==> config.mk <==
export PLATFORM = sky130hd
export DESIGN_NAME = ubx_message_field_extractor_top
export DESIGN_NICKNAME = d
export VERILOG_FILES = /design/src/ubx_mfe_pkg.sv /design/src/ubx_mfe_in_stage.sv /design/src/ubx_mfe_parser.sv /design/src/ubx_message_field_extractor_top.sv
export SDC_FILE = /design/constraint.sdc
export NUM_CORES = 1
export LEC_CHECK = 0
export ABC_AREA = 0
export BUFFER_PORTS_ARGS = -buffer_cell sky130_fd_sc_hd__buf_2
export CORE_AREA = 10 10 127 129
export CTS_BUF_LIST = sky130_fd_sc_hd__clkbuf_2
export DETAILED_ROUTE_END_ITERATION = 12
export DIE_AREA = 0 0 137 139
export PLACE_DENSITY = 0.79
export SLEW_MARGIN = 20
export SYNTH_ARGS = -nofsm -noshare
export SYNTH_HDL_FRONTEND = slang
export SYNTH_SLANG_ARGS = --single-unit
==> constraint.sdc <==
create_clock -name clk -period 6.4 [get_ports clk]
set_input_delay 0.96 -clock clk [delete_from_list [all_inputs] [get_ports clk]]
set_output_delay 0.96 -clock clk [all_outputs]
set_load 0.02 [all_outputs]
==> src/ubx_mfe_pkg.sv <==
`default_nettype none
package ubx_mfe_pkg;

	localparam logic [7:0] SYNC_CHAR_1  = 8'hB5;
	localparam logic [7:0] SYNC_CHAR_2  = 8'h62;
	localparam logic [7:0] CLASS_NAV    = 8'h01;
	localparam logic [7:0] CLASS_SEC    = 8'h27;
	localparam logic [7:0] ID_PVT       = 8'h07;
	localparam logic [7:0] ID_POSLLH    = 8'h02;
	localparam logic [7:0] ID_TIMEUTC   = 8'h21;
	localparam logic [7:0] ID_UNIQID    = 8'h03;

	typedef enum logic [1:0] {
		KIND_PVT     = 2'd0,
		KIND_POSLLH  = 2'd1,
		KIND_TIMEUTC = 2'd2,
		KIND_UNIQID  = 2'd3
	} kind_t;

	localparam logic [3:0] FLD_YEAR    = 4'd0;
	localparam logic [3:0] FLD_MONTH   = 4'd1;
	localparam logic [3:0] FLD_DAY     = 4'd2;
	localparam logic [3:0] FLD_HOUR    = 4'd3;
	localparam logic [3:0] FLD_MINUTE  = 4'd4;
	localparam logic [3:0] FLD_SECOND  = 4'd5;
	localparam logic [3:0] FLD_FIX     = 4'd6;
	localparam logic [3:0] FLD_LON     = 4'd7;
	localparam logic [3:0] FLD_LAT     = 4'd8;
	localparam logic [3:0] FLD_HEIGHT  = 4'd9;
	localparam logic [3:0] FLD_MSL     = 4'd10;
	localparam logic [3:0] FLD_HACC    = 4'd11;
	localparam logic [3:0] FLD_VACC    = 4'd12;
	localparam logic [3:0] FLD_SPEED   = 4'd13;
	localparam logic [3:0] FLD_HEADING = 4'd14;
	localparam logic [3:0] FLD_ID      = 4'd15;

	// Where the current byte falls within the message layout.
	typedef struct packed {
		logic       hit;
		logic [2:0] off;
		logic       fin;
		logic [3:0] number;
		logic       last;
	} slot_t;

	typedef struct packed {
		logic  known;
		kind_t kind;
	} class_t;

	function automatic class_t classify(input logic [7:0] cls, input logic [7:0] id);
		class_t c;
		c.known = 1'b1;
		c.kind  = KIND_PVT;
		if (cls == CLASS_NAV && id == ID_PVT) begin
			c.kind = KIND_PVT;
		end else if (cls == CLASS_NAV && id == ID_POSLLH) begin
			c.kind = KIND_POSLLH;
		end else if (cls == CLASS_NAV && id == ID_TIMEUTC) begin
			c.kind = KIND_TIMEUTC;
		end else if (cls == CLASS_SEC && id == ID_UNIQID) begin
			c.kind = KIND_UNIQID;
		end else begin
			c.known = 1'b0;
		end
		return c;
	endfunction

	// Returns all zeros unless pos lies inside the field, so that the
	// disjoint fields of one message can simply be ORed together.
	function automatic slot_t match_slot(input logic [6:0] pos, input logic [6:0] first,
			input logic [2:0] count, input logic [3:0] number, input logic last);
		slot_t      s;
		logic [6:0] offs;
		s    = '0;
		offs = pos - first;
		if (pos >= first && pos < first + {4'b0, count}) begin
			s.hit    = 1'b1;
			s.off    = offs[2:0];
			s.fin    = (offs[2:0] + 3'd1 == count);
			s.number = number;
			s.last   = last & s.fin;
		end
		return s;
	endfunction

	function automatic slot_t lookup(input kind_t kind, input logic [6:0] pos);
		slot_t s;
		case (kind)
			KIND_PVT: begin
				s = match_slot(pos, 7'd10, 3'd2, FLD_YEAR,    1'b0)
				  | match_slot(pos, 7'd12, 3'd1, FLD_MONTH,   1'b0)
				  | match_slot(pos, 7'd13, 3'd1, FLD_DAY,     1'b0)
				  | match_slot(pos, 7'd14, 3'd1, FLD_HOUR,    1'b0)
				  | match_slot(pos, 7'd15, 3'd1, FLD_MINUTE,  1'b0)
				  | match_slot(pos, 7'd16, 3'd1, FLD_SECOND,  1'b0)
				  | match_slot(pos, 7'd26, 3'd1, FLD_FIX,     1'b0)
				  | match_slot(pos, 7'd30, 3'd4, FLD_LON,     1'b0)
				  | match_slot(pos, 7'd34, 3'd4, FLD_LAT,     1'b0)
				  | match_slot(pos, 7'd38, 3'd4, FLD_HEIGHT,  1'b0)
				  | match_slot(pos, 7'd42, 3'd4, FLD_MSL,     1'b0)
				  | match_slot(pos, 7'd46, 3'd4, FLD_HACC,    1'b0)
				  | match_slot(pos, 7'd50, 3'd4, FLD_VACC,    1'b0)
				  | match_slot(pos, 7'd66, 3'd4, FLD_SPEED,   1'b0)
				  | match_slot(pos, 7'd70, 3'd4, FLD_HEADING, 1'b1);
			end
			KIND_POSLLH: begin
				s = match_slot(pos, 7'd10, 3'd4, FLD_LON,    1'b0)
				  | match_slot(pos, 7'd14, 3'd4, FLD_LAT,    1'b0)
				  | match_slot(pos, 7'd18, 3'd4, FLD_HEIGHT, 1'b0)
				  | match_slot(pos, 7'd22, 3'd4, FLD_MSL,    1'b0)
				  | match_slot(pos, 7'd26, 3'd4, FLD_HACC,   1'b0)
				  | match_slot(pos, 7'd30, 3'd4, FLD_VACC,   1'b1);
			end
			KIND_TIMEUTC: begin
				s = match_slot(pos, 7'd18, 3'd2, FLD_YEAR,   1'b0)
				  | match_slot(pos, 7'd20, 3'd1, FLD_MONTH,  1'b0)
				  | match_slot(pos, 7'd21, 3'd1, FLD_DAY,    1'b0)
				  | match_slot(pos, 7'd22, 3'd1, FLD_HOUR,   1'b0)
				  | match_slot(pos, 7'd23, 3'd1, FLD_MINUTE, 1'b0)
				  | match_slot(pos, 7'd24, 3'd1, FLD_SECOND, 1'b1);
			end
			KIND_UNIQID: begin
				s = match_slot(pos, 7'd10, 3'd5, FLD_ID, 1'b1);
			end
			default: begin
				s = '0;
			end
		endcase
		return s;
	endfunction

endpackage
`default_nettype wire

==> src/ubx_mfe_in_stage.sv <==
`default_nettype none
module ubx_mfe_in_stage
	import ubx_mfe_pkg::*;
(
	input  wire logic       clk,
	input  wire logic       arst_n,
	input  wire logic       rx_valid,
	output logic            rx_ready,
	input  wire logic [7:0] rx_byte,
	input  wire logic       advance,
	output logic            byte_valid_s1,
	output logic [7:0]      byte_s1
);

	assign rx_ready = !byte_valid_s1 || advance;

	always_ff @(posedge clk or negedge arst_n) begin
		if (!arst_n) begin
			byte_valid_s1 <= 1'b0;
		end else if (rx_valid && rx_ready) begin
			byte_valid_s1 <= 1'b1;
		end else if (advance) begin
			byte_valid_s1 <= 1'b0;
		end
	end

	always_ff @(posedge clk) begin
		if (rx_valid && rx_ready) begin
			byte_s1 <= rx_byte;
		end
	end

endmodule
`default_nettype wire

==> src/ubx_mfe_parser.sv <==
`default_nettype none
module ubx_mfe_parser
	import ubx_mfe_pkg::*;
(
	input  wire logic       clk,
	input  wire logic       arst_n,
	input  wire logic       byte_valid_s1,
	input  wire logic [7:0] byte_s1,
	output logic            advance,
	output logic            out_valid,
	input  wire logic       out_ready,
	output logic [1:0]      message_kind,
	output logic [3:0]      field_number,
	output logic [39:0]     field_value,
	output logic            last_field
);

	typedef enum logic [1:0] {
		PH_HUNT,
		PH_SAW_SYNC,
		PH_HEADER,
		PH_BODY
	} phase_t;

	phase_t      phase_q;
	logic [6:0]  pos_q;
	logic [7:0]  class_q;
	kind_t       kind_q;
	logic [39:0] asm_q;

	logic [6:0]  pos_next;
	slot_t       slot;
	class_t      cls;
	logic [39:0] asm_next;

	// A byte moves on whenever the result register is free or being drained.
	assign advance  = byte_valid_s1 && (!out_valid || out_ready);
	assign pos_next = pos_q + 7'd1;
	assign slot     = lookup(kind_q, pos_next);
	assign cls      = classify(class_q, byte_s1);

	always_comb begin
		case (slot.off)
			3'd0:    asm_next = {32'b0, byte_s1};
			3'd1:    asm_next = asm_q | {24'b0, byte_s1, 8'b0};
			3'd2:    asm_next = asm_q | {16'b0, byte_s1, 16'b0};
			3'd3:    asm_next = asm_q | {8'b0, byte_s1, 24'b0};
			3'd4:    asm_next = asm_q | {byte_s1, 32'b0};
			default: asm_next = asm_q;
		endcase
	end

	always_ff @(posedge clk or negedge arst_n) begin
		if (!arst_n) begin
			phase_q   <= PH_HUNT;
			pos_q     <= '0;
			out_valid <= 1'b0;
		end else begin
			if (out_ready) begin
				out_valid <= 1'b0;
			end
			if (advance) begin
				case (phase_q)
					PH_HUNT: begin
						if (byte_s1 == SYNC_CHAR_1) phase_q <= PH_SAW_SYNC;
					end
					PH_SAW_SYNC: begin
						if (byte_s1 == SYNC_CHAR_2) begin
							phase_q <= PH_HEADER;
							pos_q   <= 7'd1;
						end else if (byte_s1 != SYNC_CHAR_1) begin
							phase_q <= PH_HUNT;
							pos_q   <= '0;
						end
					end
					PH_HEADER: begin
						if (pos_next == 7'd2) begin
							pos_q <= pos_next;
						end else if (cls.known) begin
							pos_q   <= pos_next;
							phase_q <= PH_BODY;
						end else begin
							pos_q   <= '0;
							phase_q <= PH_HUNT;
						end
					end
					PH_BODY: begin
						pos_q <= pos_next;
						if (slot.hit && slot.fin) begin
							out_valid <= 1'b1;
						end
						if (slot.hit && slot.last) begin
							pos_q   <= '0;
							phase_q <= PH_HUNT;
						end
					end
					default: begin
						phase_q <= PH_HUNT;
						pos_q   <= '0;
					end
				endcase
			end
		end
	end

	always_ff @(posedge clk) begin
		if (advance && phase_q == PH_HEADER) begin
			if (pos_next == 7'd2) class_q <= byte_s1;
			else kind_q <= cls.kind;
		end
		if (advance && phase_q == PH_BODY && slot.hit) begin
			asm_q <= asm_next;
			if (slot.fin) begin
				message_kind <= kind_q;
				field_number <= slot.number;
				field_value  <= asm_next;
				last_field   <= slot.last;
			end
		end
	end

endmodule
`default_nettype wire

==> src/ubx_message_field_extractor_top.sv <==
// UBX message field extractor.
// The rx channel takes one received UART byte per request (rx_valid, rx_ready,
// rx_byte). The block hunts for the sync pair B5 62, reads class and ID, and
// for NAV-PVT, NAV-POSLLH, NAV-TIMEUTC and SEC-UNIQID messages assembles each
// little-endian field at its fixed offset from the sync byte.
// The out channel (out_valid, out_ready) carries one request per field:
// message_kind, field_number, the raw field_value and last_field. Bytes that
// end no field, and unknown messages, produce nothing.
// A byte goes into an input register, and the parser state and the result
// register are updated from it in one pass once the result register is free
// or draining, so a field's last byte passes the input register and then the
// result register. One byte is taken every cycle as long as the result
// register drains. The rate is set by that single parser step.
// When the receiver stalls, the result holds and an empty input register still
// takes one more byte; then rx_ready falls until out_ready returns.
// Reset clears both valid flags and puts the parser back to hunting for sync.
`default_nettype none
module ubx_message_field_extractor_top
	import ubx_mfe_pkg::*;
(
	input  wire logic       clk,
	input  wire logic       arst_n,
	input  wire logic       rx_valid,
	output logic            rx_ready,
	input  wire logic [7:0] rx_byte,
	output logic            out_valid,
	input  wire logic       out_ready,
	output logic [1:0]      message_kind,
	output logic [3:0]      field_number,
	output logic [39:0]     field_value,
	output logic            last_field
);

	logic       advance;
	logic       byte_valid_s1;
	logic [7:0] byte_s1;

	ubx_mfe_in_stage u_in_stage (
		.clk           (clk),
		.arst_n        (arst_n),
		.rx_valid      (rx_valid),
		.rx_ready      (rx_ready),
		.rx_byte       (rx_byte),
		.advance       (advance),
		.byte_valid_s1 (byte_valid_s1),
		.byte_s1       (byte_s1)
	);

	ubx_mfe_parser u_parser (
		.clk           (clk),
		.arst_n        (arst_n),
		.byte_valid_s1 (byte_valid_s1),
		.byte_s1       (byte_s1),
		.advance       (advance),
		.out_valid     (out_valid),
		.out_ready     (out_ready),
		.message_kind  (message_kind),
		.field_number  (field_number),
		.field_value   (field_value),
		.last_field    (last_field)
	);

`ifndef SYNTHESIS
	a_uniqid_single: assert property (@(posedge clk) disable iff (!arst_n)
		(out_valid && message_kind == KIND_UNIQID) |-> (field_number == FLD_ID && last_field))
		else $error("unique id result malformed");

	a_posllh_fields: assert property (@(posedge clk) disable iff (!arst_n)
		(out_valid && message_kind == KIND_POSLLH)
			|-> (field_number >= FLD_LON && field_number <= FLD_VACC))
		else $error("position message carries a foreign field");

	a_ready_when_empty: assert property (@(posedge clk) disable iff (!arst_n)
		!out_valid |-> rx_ready)
		else $error("input stalled while the result register is empty");
`endif

endmodule
`default_nettype wire
==> summary.md <==
| Metric | Value |
|---|---|
| H-tree depth | 4 |
| Post-CTS sizing | 0 |
| Via count | 6233 |
| Top-Level Pins | 61 |
| Post-synthesis cell type count | 97 |
| # DRC | 0 |
| Hold Buf Count CTS | 0 |
| Worst rel slew slack | 29.5% |
| Crit Path Category | reg2reg |
| Syn Inst Count | 704 |
| Internal | 0.00106 W |
| Vias per cell | 6.64 |
| First-pass GRT wire length | 32.9 mm |
| Syn Nets | 728 |
| Initial antenna violation count | 0 |
| Die Ht | 139 um |
| Clock power frac | 36.8% |
| Drt total wl | 21.0 mm |
| Final Setup Violations | 0 |
| Ant. Diodes | 0 |
| Row count | 43 |
| Initial DRC count | 988 |
| Worst-Skew Late Latency | 0.68 ns |
| Ys Warns | 0 |
| Post-synthesis sequential area ratio | 46.9% |
| Crit path DAT | 5.67 ns |
| Commonest non-fill, non-tap cell in the layout | edfxtp_1 |
| #FFs+latches synth | 116 |
| TritonCTS clock tree | done |
| CTS buffer count | 17 |
| Largest area contributor in the netlist | edfxtp_1 |
| CP Capture Type | register |
| Horiz. Die Dim | 137 um |
| Synth area leaders | edfxtp_1 (43%), dfrtp_1 (3.8%), nor2_1 (3.6%), a211oi_2 (2.7%), nand2_1 (2.7%) |
| RSZ-0062 raised after global routing | false |
| Switching power share of the total | 23.3% |
| Clk root buf | clkbuf_2 |
| Clock Sinks | 116 |
| Critical Path End | u_parser.field_value[26]$_DFFE_PP_ |
| Least-Margin Pin Slew | 1.06 ns |
| Share of cells above drive strength 1 | 22.4% |
| Worst hold slack | 0.101 ns |
| P per Cell Area | 174 nW/um^2 |
| P_sw | 0.000320 W |
| Critical Path RT | 6.78 ns |
| Syn-to-layout area delta | 7.93% |
| GRT Util Overall | 21.9% |
| Synth top area share | 43.1% |
| Vias in the first global route | 5936 |
| Highest clock rate | 189 MHz |
| Post-route clock skew | 0.0505 ns |
| Reg power frac | 61.2% |
| Most frequent cells in the layout | edfxtp_1 (105), nor2_1 (71), buf_2 (60) |
| Full die area | 19000 sq um |
| Core Box Area | 13700 sq um |
| Number of iterations in the first detailed-routing pass | 6 |
| Post-synth ARST share | 9.48% |
| Max VDD drop | 0.175 mV |
| R2r endpoint | u_parser.field_value[26]$_DFFE_PP_ |
| Nets | 770 |
| Fin. Hold Viols | 0 |
| Dpl hpwl | 14.8 mm |
| Cells after DPL | 907 |
| Gpl congestion | 1.04 |
| Largest net degree at the start of global routing | 48 |
| Max_cap viols | 0 |
| Status | finished clean |
| Clk buf depth | 2 |
| Worst Setup SP | u_parser.pos_q[0]$_DFFE_PN0P_ |
| Synth Flop Type | edfxtp_1 |
| Worst r2r path cells | 15 |
| Remaining global-route overflow | 0 |
| Post-synth EDFFs | 105 |
| Fin cells | 939 |
| Critical-path maximum fanout | 32 |
| Antenna violation net count after detailed routing | 0 |
| LEAKAGE | 2.90 nW |
| FF-to-FF setup slack | 1.11 ns |
| Worst-path clk slew | 0.20 ns |
| Synth Area per Inst | 10.4 sq um |
| Crit share post-route | 82.6% |
| Hold Crit Class | in2async |
| Critical path launch point type | register |
| Initial Util | 53.5% |
| Final min period | 5.29 ns |
| TNS Setup | 0 ns |
| Wire length per cell | 22.4 um |
| Postcts setup bufs | 0 |
| Critical R2R Launch | u_parser.pos_q[0]$_DFFE_PN0P_ |
| IO Port Bufs | 60 |
| Max-slew violations | 0 |
| Combinational share of power | 2.0% |
| Mapped Area | 7310 sq um |
==> per-stage QoR <==
stage	worst slack, ns	power (W)	area [sq um]	util [%]
floorplan	0.987	0.000869	7310	-
global placement	1.52	0.000884	7630	55.9
finish	1.11	0.00138	7890	57.7
CTS	1.21	0.00139	7880	57.7
global route	0.648	0.00142	7890	57.7
detailed placement	1.27	0.000886	7630	55.9
==> power groups by stage <==
stage	clock network (W)	logic (W)	registers, W
CTS	0.000518	0.0000274	0.000842
floorplan	0	0.0000259	0.000843
global placement	0	0.0000256	0.000858
global route	0.000549	0.0000302	0.000844
detailed placement	0	0.0000274	0.000859
finish	0.000506	0.0000274	0.000842
==> cell type report <==
cell class | count | area [sq um]
clock inverter | 14 | 159
inverter | 33 | 124
tap | 180 | 225
sequential | 116 | 3430
fill | 1183 | 5780
timing repair buffer | 71 | 408
multi-input combinational | 507 | 3450
clock buffer | 18 | 90.1
==> cells by family (layout without fill, tap and decap cells) <==
| logic type | count (synthesis) | count (layout) | synth area share (%) |
|---|---|---|---|
| DFF | 116 | 116 | 46.9 |
| buffers and inverters | 81 | 136 | 6.06 |
| muxes | 13 | 13 | 2.36 |
| and+or+nand+nor | 265 | 265 | 18.8 |
| xor gates and xnor gates | 13 | 13 | 1.92 |
| adders and majority gates | 12 | 12 | 2.05 |
| AOI/OAI and AO/OA | 204 | 204 | 21.9 |
==> state kept, by name, summed over array words and instances, names as in the netlist <==
signal	count
u_parser.class_q	8
u_in_stage.byte_valid_s1	1
u_parser.field_number	4
u_parser.kind_q	2
u_parser.asm_q	40
u_parser.pos_q	7
u_in_stage.byte_s1	8
u_parser.last_field	1
u_parser.out_valid	1
u_parser.phase_q	2
u_parser.field_value	40
u_parser.message_kind	2
==> synth_stat cells, drive strengths merged (9+ instances only) <==
master  instances
nand3          29
a21oi          32
nor2b           9
o21ai          31
buf            30
inv            33
nor3           24
dfrtp          11
clkbuf         18
nor2           73
and2            9
a21o           11
or3             9
a31oi          24
ha             12
nand2b         15
nand2          54
mux2           10
a211oi         20
edfxtp        105
xnor2           9
==> worst max-delay path, stage by stage (launching register included) <==
cell and delay (ns):
dfrtp_1 0.37, buf_4 0.25, inv_1 0.21, ha_1 0.49, inv_1 0.16, ha_1 0.49
a21boi_0 0.54, nor2_1 0.22, a22oi_1 0.23, a22oi_1 0.15, a21o_1 0.20, nor3_1 0.22
a221o_1 0.56, nor3b_4 0.29, buf_4 0.44, nor3_2 0.12
==> layer usage <==
metal | routed length [um] | share of wire (%) | GRT usage (%)
met1 | 8280 | 39 | 28.9
met2 | 9970 | 47 | 33.7
met3 | 2060 | 9.8 | 4.96
met4 | 734 | 3.5 | 8.93
met5 | 0 | 0 | 0
==> worst min-delay path by stage <==
stage	from	endpoint	slack [ns]	cells after the start
final	arst_n	u_parser.pos_q[5]$_DFFE_PN0P_	0.10	1
after global routing	arst_n	u_parser.pos_q[3]$_DFFE_PN0P_	0.06	1
after CTS	arst_n	u_in_stage.byte_valid_s1$_DFFE_PN0P_	0.02	1
after detailed placement	u_parser.asm_q[4]$_DFFE_PP_	u_parser.field_value[4]$_DFFE_PP_	0.55	1
after global placement	u_parser.asm_q[13]$_DFFE_PP_	u_parser.asm_q[13]$_DFFE_PP_	0.54	2
after floorplan	u_in_stage.byte_s1[0]$_DFFE_PP_	u_parser.class_q[0]$_DFFE_PP_	0.42	0
(Power assumes the default switching activity.)
